`src/rtl/eased_tween_interpolator_assert.svh`:
```
// Assertion macros for the eased tween interpolator
`ifndef EASED_TWEEN_INTERPOLATOR_ASSERT_SVH
`define EASED_TWEEN_INTERPOLATOR_ASSERT_SVH
`ifndef SYNTHESIS
`define ETI_ASSERT_SAME(lbl, clk, rst_n, ante, cons) \
    lbl: assert property (@(posedge clk) disable iff (!rst_n) (ante) |-> (cons)) \
        else $error("same-cycle check failed");
`define ETI_ASSERT_NEXT(lbl, clk, rst_n, ante, cons) \
    lbl: assert property (@(posedge clk) disable iff (!rst_n) (ante) |=> (cons)) \
        else $error("next-cycle check failed");
`else
`define ETI_ASSERT_SAME(lbl, clk, rst_n, ante, cons)
`define ETI_ASSERT_NEXT(lbl, clk, rst_n, ante, cons)
`endif
`endif

```
`src/rtl/eti_pkg.sv`:
```
// Shared types and constants of the eased tween interpolator
`default_nettype none
package eti_pkg;

    localparam logic [1:0] CMD_SET     = 2'd0;
    localparam logic [1:0] CMD_RUN     = 2'd1;
    localparam logic [1:0] CMD_TOWARD  = 2'd2;
    localparam logic [1:0] CMD_ADVANCE = 2'd3;

    localparam logic [1:0] CURVE_LINEAR    = 2'd0;
    localparam logic [1:0] CURVE_CUBIC_OUT = 2'd1;
    localparam logic [1:0] CURVE_BACK_OUT  = 2'd2;

    localparam int VALUE_W = 16;
    localparam int TICK_W  = 32;
    localparam int SPAN_W  = 24;
    localparam int PROG_W  = 16;
    localparam int M_W     = PROG_W + 1;
    localparam int MUL_A_W = 34;
    localparam int MUL_B_W = 19;
    localparam int MUL_P_W = MUL_A_W + MUL_B_W;
    localparam int S_W     = 19;

    localparam int DIV_STEPS = PROG_W;
    localparam int DIV_CNT_W = $clog2(DIV_STEPS);

    localparam logic [M_W-1:0]            Q16_ONE = 17'h10000;
    localparam logic signed [MUL_B_W-1:0] BACK_C  = 19'sd111515;
    localparam logic signed [MUL_B_W-1:0] BACK_C1 = 19'sd177051;
    localparam logic signed [MUL_P_W-1:0] ROUND_HALF = 53'sd32768;

    typedef enum logic [3:0] {
        OP_NONE,
        OP_DECODE,
        OP_DIV,
        OP_MUL_MM,
        OP_MUL_M2M,
        OP_MUL_A,
        OP_MUL_B,
        OP_SHAPE,
        OP_MUL_FIN,
        OP_COMMIT
    } dp_op_t;

    typedef struct packed {
        logic   latch_in;
        dp_op_t op;
        logic   load_out;
    } dp_cmd_t;

    typedef struct packed {
        logic adv_go;
    } dp_status_t;

endpackage
`default_nettype wire

```
`src/rtl/eti_datapath.sv`:
```
// Tween state, progress divider, shared multiplier and output register
`default_nettype none
module eti_datapath (
    input  wire logic                         aclk,
    input  wire logic                         aresetn,
    input  wire eti_pkg::dp_cmd_t             cmd,
    output eti_pkg::dp_status_t               status,
    input  wire logic [1:0]                   in_command,
    input  wire logic signed [eti_pkg::VALUE_W-1:0] in_target,
    input  wire logic [eti_pkg::TICK_W-1:0]   in_timestamp,
    input  wire logic [eti_pkg::SPAN_W-1:0]   in_duration,
    input  wire logic [1:0]                   in_curve,
    output logic signed [eti_pkg::VALUE_W-1:0] out_value,
    output logic                              out_busy
);

    logic [1:0]                          cmd_reg;
    logic signed [eti_pkg::VALUE_W-1:0]  tv_reg;
    logic [eti_pkg::TICK_W-1:0]          ts_reg;
    logic [eti_pkg::SPAN_W-1:0]          dur_reg;
    logic [1:0]                          kind_in_reg;

    logic signed [eti_pkg::VALUE_W-1:0]  present_reg;
    logic signed [eti_pkg::VALUE_W-1:0]  origin_reg;
    logic signed [eti_pkg::VALUE_W-1:0]  goal_reg;
    logic [eti_pkg::TICK_W-1:0]          start_reg;
    logic [eti_pkg::SPAN_W-1:0]          span_reg;
    logic [1:0]                          curve_reg;
    logic                                running_reg;

    logic [eti_pkg::SPAN_W-1:0]          rem_reg;
    logic [eti_pkg::PROG_W-1:0]          quot_reg;
    logic [32:0]                         m2_reg;
    logic [32:0]                         m3s_reg;
    logic [16:0]                         a_reg;
    logic signed [eti_pkg::S_W-1:0]      s_reg;
    logic signed [eti_pkg::MUL_P_W-1:0]  mul_reg;

    logic signed [eti_pkg::VALUE_W-1:0]  out_value_reg;
    logic                                out_busy_reg;

    logic [eti_pkg::TICK_W-1:0]          elapsed;
    logic                                finish;
    logic                                same;
    logic [eti_pkg::SPAN_W:0]            div_shift;
    logic                                div_bit;
    logic [eti_pkg::M_W-1:0]             m_w;
    logic signed [16:0]                  delta;
    logic signed [eti_pkg::MUL_A_W-1:0]  mul_a;
    logic signed [eti_pkg::MUL_B_W-1:0]  mul_b;
    logic signed [eti_pkg::MUL_P_W-1:0]  mul_prod;
    logic signed [eti_pkg::S_W-1:0]      s_next;
    logic signed [eti_pkg::MUL_P_W-1:0]  rnd;
    logic signed [eti_pkg::MUL_P_W-1:0]  shifted;
    logic signed [20:0]                  v21;
    logic signed [eti_pkg::VALUE_W-1:0]  v_sat;

    assign elapsed   = ts_reg - start_reg;
    assign finish    = elapsed >= {8'b0, span_reg};
    assign same      = running_reg ? (goal_reg == tv_reg) : (present_reg == tv_reg);
    assign div_shift = {rem_reg, 1'b0};
    assign div_bit   = div_shift >= {1'b0, span_reg};
    assign m_w       = eti_pkg::Q16_ONE - {1'b0, quot_reg};
    assign delta     = {goal_reg[15], goal_reg} - {origin_reg[15], origin_reg};

    assign status.adv_go = (cmd_reg == eti_pkg::CMD_ADVANCE) && running_reg
                           && (span_reg != '0) && !finish;

    always_comb begin
        mul_a = '0;
        mul_b = '0;
        case (cmd.op)
            eti_pkg::OP_MUL_MM: begin
                mul_a = {17'b0, m_w};
                mul_b = {2'b0, m_w};
            end
            eti_pkg::OP_MUL_M2M: begin
                mul_a = {1'b0, mul_reg[32:0]};
                mul_b = {2'b0, m_w};
            end
            eti_pkg::OP_MUL_A: begin
                mul_a = {1'b0, m2_reg};
                mul_b = eti_pkg::BACK_C;
            end
            eti_pkg::OP_MUL_B: begin
                mul_a = {1'b0, m3s_reg};
                mul_b = eti_pkg::BACK_C1;
            end
            eti_pkg::OP_MUL_FIN: begin
                mul_a = {{17{delta[16]}}, delta};
                mul_b = s_reg;
            end
            default: begin
                mul_a = '0;
                mul_b = '0;
            end
        endcase
    end

    assign mul_prod = mul_a * mul_b;

    always_comb begin
        case (curve_reg)
            eti_pkg::CURVE_CUBIC_OUT:
                s_next = 19'sh10000 - $signed({2'b0, m3s_reg[32:16]});
            eti_pkg::CURVE_BACK_OUT:
                s_next = 19'sh10000 + $signed({2'b0, a_reg})
                         - $signed({1'b0, mul_reg[49:32]});
            default:
                s_next = $signed({3'b0, quot_reg});
        endcase
    end

    assign rnd     = mul_reg + eti_pkg::ROUND_HALF;
    assign shifted = rnd >>> 16;
    assign v21     = $signed({{5{origin_reg[15]}}, origin_reg})
                     + $signed({shifted[19], shifted[19:0]});

    always_comb begin
        if (v21 > 21'sd32767) begin
            v_sat = 16'sh7FFF;
        end else if (v21 < -21'sd32768) begin
            v_sat = 16'sh8000;
        end else begin
            v_sat = v21[15:0];
        end
    end

    always_ff @(posedge aclk) begin
        if (cmd.latch_in) begin
            cmd_reg     <= in_command;
            tv_reg      <= in_target;
            ts_reg      <= in_timestamp;
            dur_reg     <= in_duration;
            kind_in_reg <= in_curve;
        end
        case (cmd.op)
            eti_pkg::OP_DECODE:  rem_reg <= elapsed[eti_pkg::SPAN_W-1:0];
            eti_pkg::OP_DIV: begin
                rem_reg  <= div_bit ? div_shift[eti_pkg::SPAN_W-1:0] - span_reg
                                    : div_shift[eti_pkg::SPAN_W-1:0];
                quot_reg <= {quot_reg[eti_pkg::PROG_W-2:0], div_bit};
            end
            eti_pkg::OP_MUL_M2M: m2_reg  <= mul_reg[32:0];
            eti_pkg::OP_MUL_A:   m3s_reg <= mul_reg[48:16];
            eti_pkg::OP_MUL_B:   a_reg   <= mul_reg[48:32];
            eti_pkg::OP_SHAPE:   s_reg   <= s_next;
            default: begin
            end
        endcase
        if (cmd.op == eti_pkg::OP_MUL_MM || cmd.op == eti_pkg::OP_MUL_M2M
            || cmd.op == eti_pkg::OP_MUL_A || cmd.op == eti_pkg::OP_MUL_B
            || cmd.op == eti_pkg::OP_MUL_FIN) begin
            mul_reg <= mul_prod;
        end
        if (cmd.load_out) begin
            out_value_reg <= present_reg;
            out_busy_reg  <= running_reg;
        end
    end

    always_ff @(posedge aclk) begin
        if (!aresetn) begin
            present_reg <= '0;
            origin_reg  <= '0;
            goal_reg    <= '0;
            start_reg   <= '0;
            span_reg    <= '0;
            curve_reg   <= eti_pkg::CURVE_LINEAR;
            running_reg <= 1'b0;
        end else if (cmd.op == eti_pkg::OP_DECODE) begin
            case (cmd_reg)
                eti_pkg::CMD_SET: begin
                    present_reg <= tv_reg;
                    origin_reg  <= tv_reg;
                    goal_reg    <= tv_reg;
                    running_reg <= 1'b0;
                end
                eti_pkg::CMD_RUN, eti_pkg::CMD_TOWARD: begin
                    if (cmd_reg == eti_pkg::CMD_RUN || !same) begin
                        if (dur_reg == '0) begin
                            present_reg <= tv_reg;
                            origin_reg  <= tv_reg;
                            goal_reg    <= tv_reg;
                            running_reg <= 1'b0;
                        end else begin
                            origin_reg  <= present_reg;
                            goal_reg    <= tv_reg;
                            start_reg   <= ts_reg;
                            span_reg    <= dur_reg;
                            curve_reg   <= kind_in_reg;
                            running_reg <= 1'b1;
                        end
                    end
                end
                default: begin
                    if (running_reg && span_reg != '0 && finish) begin
                        present_reg <= goal_reg;
                        running_reg <= 1'b0;
                    end
                end
            endcase
        end else if (cmd.op == eti_pkg::OP_COMMIT) begin
            present_reg <= v_sat;
        end
    end

    assign out_value = out_value_reg;
    assign out_busy  = out_busy_reg;

endmodule
`default_nettype wire

```
`src/rtl/eti_ctrl.sv`:
```
// Sequencer that steps the datapath through decode, divide, shape and commit
`default_nettype none
module eti_ctrl (
    input  wire logic                aclk,
    input  wire logic                aresetn,
    input  wire logic                s_tvalid,
    output logic                     s_tready,
    output logic                     m_tvalid,
    input  wire logic                m_tready,
    input  wire eti_pkg::dp_status_t status,
    output eti_pkg::dp_cmd_t         cmd
);

    typedef enum logic [10:0] {
        ST_IDLE   = 11'b000_0000_0001,
        ST_DECODE = 11'b000_0000_0010,
        ST_DIV    = 11'b000_0000_0100,
        ST_MMM    = 11'b000_0000_1000,
        ST_M2M    = 11'b000_0001_0000,
        ST_MA     = 11'b000_0010_0000,
        ST_MB     = 11'b000_0100_0000,
        ST_SHAPE  = 11'b000_1000_0000,
        ST_MFIN   = 11'b001_0000_0000,
        ST_COMMIT = 11'b010_0000_0000,
        ST_DONE   = 11'b100_0000_0000
    } state_t;

    state_t                          state_reg, state_next;
    logic [eti_pkg::DIV_CNT_W-1:0]   cnt_reg, cnt_next;
    logic                            m_tvalid_reg, m_tvalid_next;
    logic                            out_free;

    assign out_free = !m_tvalid_reg || m_tready;
    assign s_tready = (state_reg == ST_IDLE);
    assign m_tvalid = m_tvalid_reg;

    always_comb begin
        state_next   = state_reg;
        cnt_next     = cnt_reg;
        cmd.latch_in = 1'b0;
        cmd.op       = eti_pkg::OP_NONE;
        cmd.load_out = 1'b0;
        case (state_reg)
            ST_IDLE: begin
                cmd.latch_in = s_tvalid;
                if (s_tvalid) state_next = ST_DECODE;
            end
            ST_DECODE: begin
                cmd.op     = eti_pkg::OP_DECODE;
                cnt_next   = '0;
                state_next = status.adv_go ? ST_DIV : ST_DONE;
            end
            ST_DIV: begin
                cmd.op   = eti_pkg::OP_DIV;
                cnt_next = cnt_reg + 1'b1;
                if (cnt_reg == eti_pkg::DIV_CNT_W'(eti_pkg::DIV_STEPS - 1)) begin
                    state_next = ST_MMM;
                end
            end
            ST_MMM: begin
                cmd.op     = eti_pkg::OP_MUL_MM;
                state_next = ST_M2M;
            end
            ST_M2M: begin
                cmd.op     = eti_pkg::OP_MUL_M2M;
                state_next = ST_MA;
            end
            ST_MA: begin
                cmd.op     = eti_pkg::OP_MUL_A;
                state_next = ST_MB;
            end
            ST_MB: begin
                cmd.op     = eti_pkg::OP_MUL_B;
                state_next = ST_SHAPE;
            end
            ST_SHAPE: begin
                cmd.op     = eti_pkg::OP_SHAPE;
                state_next = ST_MFIN;
            end
            ST_MFIN: begin
                cmd.op     = eti_pkg::OP_MUL_FIN;
                state_next = ST_COMMIT;
            end
            ST_COMMIT: begin
                cmd.op     = eti_pkg::OP_COMMIT;
                state_next = ST_DONE;
            end
            ST_DONE: begin
                if (out_free) begin
                    cmd.load_out = 1'b1;
                    state_next   = ST_IDLE;
                end
            end
            default: state_next = ST_IDLE;
        endcase
    end

    always_comb begin
        m_tvalid_next = m_tvalid_reg;
        if (cmd.load_out) begin
            m_tvalid_next = 1'b1;
        end else if (m_tready) begin
            m_tvalid_next = 1'b0;
        end
    end

    always_ff @(posedge aclk) begin
        if (!aresetn) begin
            state_reg    <= ST_IDLE;
            cnt_reg      <= '0;
            m_tvalid_reg <= 1'b0;
        end else begin
            state_reg    <= state_next;
            cnt_reg      <= cnt_next;
            m_tvalid_reg <= m_tvalid_next;
        end
    end

endmodule
`default_nettype wire

```
`src/rtl/eased_tween_interpolator.sv`:
```
// Top level of the eased tween interpolator
//
//   channel  dir  tdata                          tuser
//   s_       in   target, timestamp, duration    command, curve_select
//   m_       out  current_value                  busy_res
//
// Set, run, toward and a finishing or idle advance go from accept through
// decode to the result. A mid-tween advance also runs the bit-serial progress
// divider for 16 quotient bits, then the shared 34x19 multiply and shape steps.
// Reset is synchronous; all tween state clears to zero, linear, idle.
// A new transaction is taken while the previous result waits on m_tready.
`default_nettype none
`include "eased_tween_interpolator_assert.svh"
module eased_tween_interpolator (
    input  wire logic        aclk,
    input  wire logic        aresetn,
    input  wire logic        s_tvalid,
    output logic             s_tready,
    // [15:0] target_value, [47:16] timestamp, [71:48] duration
    input  wire logic [71:0] s_tdata,
    // [1:0] command, [3:2] curve_select
    input  wire logic [3:0]  s_tuser,
    output logic             m_tvalid,
    input  wire logic        m_tready,
    // [15:0] current_value
    output logic [15:0]      m_tdata,
    // [0] busy_res
    output logic [0:0]       m_tuser
);

    eti_pkg::dp_cmd_t    ctrl_cmd;
    eti_pkg::dp_status_t dp_status;
    logic signed [eti_pkg::VALUE_W-1:0] out_value;
    logic                out_busy;

    eti_ctrl u_ctrl (
        .aclk     (aclk),
        .aresetn  (aresetn),
        .s_tvalid (s_tvalid),
        .s_tready (s_tready),
        .m_tvalid (m_tvalid),
        .m_tready (m_tready),
        .status   (dp_status),
        .cmd      (ctrl_cmd)
    );

    eti_datapath u_datapath (
        .aclk         (aclk),
        .aresetn      (aresetn),
        .cmd          (ctrl_cmd),
        .status       (dp_status),
        .in_command   (s_tuser[1:0]),
        .in_target    (s_tdata[15:0]),
        .in_timestamp (s_tdata[47:16]),
        .in_duration  (s_tdata[71:48]),
        .in_curve     (s_tuser[3:2]),
        .out_value    (out_value),
        .out_busy     (out_busy)
    );

    assign m_tdata    = out_value;
    assign m_tuser[0] = out_busy;

    `ETI_ASSERT_NEXT(a_accept_decodes, aclk, aresetn, s_tvalid && s_tready, ctrl_cmd.op == eti_pkg::OP_DECODE)
    `ETI_ASSERT_SAME(a_load_when_free, aclk, aresetn, ctrl_cmd.load_out, !m_tvalid || m_tready)
    `ETI_ASSERT_NEXT(a_advance_divides, aclk, aresetn, ctrl_cmd.op == eti_pkg::OP_DECODE && dp_status.adv_go, ctrl_cmd.op == eti_pkg::OP_DIV)

endmodule
`default_nettype wire

```
`config.mk`:
```
export PLATFORM = sky130hd
export DESIGN_NAME = eased_tween_interpolator
export DESIGN_NICKNAME = d
export VERILOG_FILES = /design/src/rtl/eti_pkg.sv /design/src/rtl/eti_datapath.sv /design/src/rtl/eti_ctrl.sv /design/src/rtl/eased_tween_interpolator.sv
export VERILOG_INCLUDE_DIRS = /design/src /design/src/rtl
export SDC_FILE = /design/constraint.sdc
export NUM_CORES = 2
export LEC_CHECK = 0
export CAP_MARGIN = 5
export CORE_UTILIZATION = 55
export CTS_CLUSTER_SIZE = 40
export DETAILED_ROUTE_END_ITERATION = 8
export DONT_BUFFER_PORTS = 1
export PLACE_DENSITY = 0.7
export REMOVE_ABC_BUFFERS = 1
export SETUP_SLACK_MARGIN = 0.4
export SYNTH_ARGS = -nofsm -noshare
export SYNTH_HDL_FRONTEND = slang
export SYNTH_SLANG_ARGS = --single-unit
```
`constraint.sdc`:
```
create_clock -name aclk -period 16.8 [get_ports aclk]
set_clock_uncertainty 0.05 [all_clocks]
set_input_delay 3.36 -clock aclk [delete_from_list [all_inputs] [get_ports aclk]]
set_output_delay 3.36 -clock aclk [all_outputs]
set_load 0.1 [all_outputs]
```
Yosys cells after proc, flatten, opt, wreduce, memory -nomap -nowiden
Cells that the tools add are included.
Operators by class
  reductions and logical operators: 30
  bitwise operators: 1
  equal/unequal tests: 34
  $lt $le $gt $ge: 4
  multiply operators: 1
  add/sub/neg operators: 10
  mux-type cells: 33
Operator list (number)
  $pmux W34 S5: 1
  $mux W16: 8
  $pmux W11 S11: 1
  $pmux W16 S2: 3
  $pmux W19 S4: 1
  $mul A34 B19 Y50: 1
  $pmux W24 S2: 1
  $mux W11: 4
  $pmux W19 S2: 1
  $add A36 B17 Y36 const B: 1
  $pmux W4 S9: 1
  $eq A16 B16 Y1: 2
  $ge A32 B24 Y1: 1
  $sub A32 B32 Y32: 1
  $ge A25 B24 Y1: 1
  $logic_not A24 Y1: 1
  $mux W24: 1
  $reduce_bool A24 Y1: 1
  $sub A24 B24 Y24: 1
  $add A16 B20 Y21: 1
  $gt A21 B16 Y1 const B: 1
  $lt A21 B16 Y1 const B: 1
  $sub A18 B18 Y19: 1
  $add A17 B17 Y18 const A: 1
  other kinds (38): 76
Word-level totals
  register bits: 408
  bits of input ports: 80

Logic depth before layout (Yosys ltp)
  depth in word-level cells: 7
  gate-level depth with buffers: 39
  mapped depth without buffers: 38

By module
A second synthesis with hierarchy kept.
Second synthesis, totals
  cells, all modules: 4821
  area, all modules: 44884.3 um2
By module, submodules not included
  eti_datapath: instances 1, area an instance 43930.9 um2, cells each 4708, seq. area each 10700.3 um2
  eti_ctrl: instances 1, area an instance 953.4 um2, cells each 113, seq. area each 320.3 um2

Worst setup path before layout
No wires, ideal clock.
  path kind: register to register
  start: reg u_ctrl.state_reg[3]
  end: reg u_datapath.mul_reg[48] (netlist bit) (data pin)
  data required time: 16492 ps
  slack: 7207 ps
  arrival: 9285 ps
  path buffers: 2
  cell stages (with the launch flop): 33
  cell sequence: dfxtp_1 nor2_1 nand2_1 nor4_1 nand2_1 nor3b_2 clkbuf_1 a22oi_1 o211ai_1 clkbuf_1 nand2_1 fa_1 inv_1 fa_1 fa_1 fa_1 fa_1 fa_1 inv_1 fa_1 inv_1 ha_1 and3_1 nand2_1 a221o_1 a21oi_1 a21oi_1 a21boi_0 a21oi_1 o211ai_1 a21o_1 a21oi_1 xnor2_1
Between the ends
  word-level cells in the longest chain between the ends: 6
RTL lines
  start, declared: line eti_ctrl.sv:28  | state_t state_reg, state_next;
  start signal, assigned: line eti_ctrl.sv:113  | state_reg <= state_next;
  $eq A11 B10 Y1 (tied with other cells): line eti_ctrl.sv:43  | case (state_reg)
  $pmux W4 S9 *: line eti_ctrl.sv:43
  $eq A4 B3 Y1 or $eq A4 B2 Y1 (tied branches): line eti_datapath.sv:72  | case (cmd.op)
  $reduce_or A2 Y1 (no line)
  $pmux W19 S4: line eti_datapath.sv:72
  $mul A34 B19 Y50 *: line eti_datapath.sv:100  | assign mul_prod = mul_a * mul_b;
  net u_datapath.mul_prod, one bit: line eti_datapath.sv:51  | logic signed [eti_pkg::MUL_P_W-1:0] mul_prod;
  end signal, assigned: line eti_datapath.sv:154  | mul_reg <= mul_prod;
  end, declared: line eti_datapath.sv:37  | logic signed [eti_pkg::MUL_P_W-1:0] mul_reg;
Mark *: on every way through the listed nets, which the timed path passes. The rest lies on a longest branch.
A chain may end at the register's enable or synchronous reset.

Final worst setup path
  start: reg u_ctrl.state_reg[7]
  end: reg u_datapath.mul_reg[48] (netlist bit) (data pin)
Same word-level chain as after synthesis.

==> reports/qor.yml <==
status: "finished clean"
numPortBuffers: 0
place.gp.congestion: 0.9462
grt_overflow_total: 0
yosys_warnings: 0
crit_type: "reg2reg"
layout-drive-gt1-share: 0.04173
synthXorXnorAreaFrac: 0.03580
powerDensity_nw_per_um2: 48.66
vias: 33220
async_flop_share: 0
synth.avg_cell_area_um2: 9.595
slew_headroom: 0.1780
period_needed_ns: 11.15
fin_ws_ns: 5.650
drv_slew: 0
hp-class: "reg2reg"
crit_buf_inv: 7
ir_drop_mv: 0.07489
vias_per_cell: 5.903
setup_viol: 0
synth_cells: 4615
start_kind: "register"
clk_latency_ns: 0.56
slowest_stage: "or2_1"
path_clk_slew_ns: 0.06
ioPinCount: 99
ant_nets: 0
drtPass1Iterations: 6
grt_pass1_vias: 33710
worst_slew_pin_slew_ns: 1.233
antenna_found_initial: 0
rsz0062_at_grt: "no"
cts_tree: "yes"
die_w_um: 285.8
synthMuxAreaShare: 0.02995
fin_tns_setup_ns: 0
path_delay_family: "adder cells"
die_y_um: 285.8
yosysUniqueCellTypes: 92
crit_top_cell: "fa_1"
hold_violations: 0
drtIter0Drc: 2984
arrival_ns: 11.40
grt_pass1_wl_um: 191000
clock_sinks: 408
grt_util_all_layers: 0.3006
root_buffer: "clkbuf_16"
synth_simple_gate_area_frac: 0.1424
p_leak_uw: 0.02052
synth_edf_count: 285
cap_violations: 0
crit_fanout: 69
synth_compound_area_frac: 0.1049
ys.flop_type: "edfxtp_1"
final_common_cell: "inv_1"
worstPathRequired_ns: 17.05
wl_per_cell_um: 21.27
syn_area_um2: 44280
cts-htree-levels: 2
post_cts_resized: 0
final_nets: 5529
cts_buffers: 41
fin_crit_sh: 0.6637
fillCellCount: 6918
hold_buffers: 0
antenna_cells: 0
preCtsSetupSlack_ns: 5.894
die_area_um2: 81650
wirelength_um: 119700
largest_register_ff_count: 50
rows: 103
ys_ff_latch: 408
post_cts_buffers: 0
synth-adder-area-share: 0.3573
crit_path_end_kind: "register"
clock.fmax_ghz: 0.08968
start_util: 0.5578
cts_buffer_depth: 3
slowest_delay_ns: 0.91
synth_top_family_by_area: "adder cells"
synthToLayoutAreaGrowth_pct: 5.871
core_area_um2: 79390
post-route-drc-count: 0
dpl.hpwl_um: 91790
mostFrequentLayoutCells: "inv_1, fa_1, nand2_1, nor2_1, ha_1"
ys_seq_area_frac: 0.2489
grt_start_max_net_pins: 138
## worst reg2reg max path, delay by kind of cell, from the launching register on
kind | cells | cell delay, ns
fa+ha+maj | 8 | 3.96
compound gates | 10 | 2.90
simple gates | 8 | 2.24
buf+inv | 7 | 1.28
flops | 1 | 0.33
xor+xnor | 1 | 0.12
## report_power, final
group          switching [uW]  total, uW  leakage, uW  internal [uW]
clock                     393        956     0.000651            563
combinational             133        219       0.0164           85.8
sequential               16.3       1110      0.00343           1090
## through the flow
stage / instances / util / hold slack [ns] / power [uW] / cell area (um2)
detailed placement: 5555 / 0.5735 / 0.3957 / 1343 / 45520
floorplan: 4431 / - / 0.3762 / 1282 / 43540
CTS: 5627 / 0.5906 / 0.4115 / 2293 / 46880
global placement: 5555 / 0.5735 / 0.3848 / 1339 / 45520
finish: 5627 / 0.5906 / 0.4164 / 2282 / 46880
global route: 5627 / 0.5906 / 0.4266 / 2358 / 46880
## logic make-up after synthesis
logic type                 count (synthesis)
muxes                                    132
adders and majority gates                901
buffers and inverters                    940
and+or+nand+nor                         1375
DFF                                      408
AOI/OAI and AO/OA                        678
xor gates and xnor gates                 181
## layout make-up
type                       instances  area, um2  share of cell area
sequential                       408      11020              0.2351
clock inverter                    18      272.8            0.005818
timing repair buffer              74      575.6             0.01228
tap                             1050       1314             0.02802
clock buffer                      54       1085             0.02314
multi-input combinational       3267      29780              0.6351
inverter                         756       2838             0.06053
## final timing paths
check	start	end	slack (ns)	cells past startpoint
worst max-delay path	u_ctrl.state_reg[7]$_SDFFE_PN0P_	u_datapath.mul_reg[48]$_DFFE_PP_	5.65	34
worst min-delay path	u_datapath.mul_reg[0]$_DFFE_PP_	u_datapath.m2_reg[0]$_DFFE_PN_	0.42	0
worst max register to register	u_ctrl.state_reg[7]$_SDFFE_PN0P_	u_datapath.mul_reg[48]$_DFFE_PP_	5.65	34
worst min register to register	u_datapath.mul_reg[0]$_DFFE_PP_	u_datapath.m2_reg[0]$_DFFE_PN_	0.42	0
## cells in the mapped netlist, types with 8 or more instances
| library cell | instances | area, um2 |
|---|---|---|
| o21ai_0 | 130 | 650.6 |
| a221o_1 | 16 | 160.2 |
| a21oi_1 | 168 | 840.8 |
| edfxtp_1 | 285 | 8558 |
| o21a_1 | 26 | 195.2 |
| nor3b_1 | 11 | 82.58 |
| a221oi_1 | 31 | 271.5 |
| inv_1 | 754 | 2830 |
| o211ai_1 | 24 | 180.2 |
| nor2_1 | 325 | 1220 |
| buf_1 | 18 | 67.56 |
| xnor2_1 | 138 | 1209 |
| nand3_1 | 73 | 365.4 |
| a211oi_1 | 10 | 75.07 |
| nor3_1 | 29 | 145.1 |
| and3_1 | 34 | 212.7 |
| o21bai_1 | 13 | 97.59 |
| a222oi_1 | 11 | 110.1 |
| and4_1 | 14 | 122.6 |
| a211o_1 | 8 | 70.07 |
| buf_2 | 24 | 120.1 |
| a31oi_1 | 22 | 137.6 |
| a21o_1 | 58 | 435.4 |
| fa_1 | 606 | 12130 |
| nand2b_1 | 32 | 200.2 |
| a21boi_0 | 15 | 112.6 |
| nor2b_1 | 110 | 688.2 |
| nor4_1 | 24 | 150.1 |
| dfxtp_1 | 123 | 2462 |
| clkbuf_1 | 140 | 525.5 |
| mux2i_1 | 128 | 1281 |
| o211a_1 | 20 | 200.2 |
| nand4_1 | 32 | 200.2 |
| a22oi_1 | 31 | 232.7 |
| ha_1 | 295 | 3691 |
| and2_1 | 57 | 356.6 |
| or2_2 | 10 | 62.56 |
| nand2_1 | 589 | 2211 |
| or3_1 | 13 | 81.33 |
| xor2_1 | 43 | 376.6 |
## routing by layer
metal,wire (um),global-route usage
met1,49000,0.4117
met2,55230,0.4833
met3,10650,0.05183
met4,4800,0.1040
met5,0,0
(Power assumes the default switching activity.)
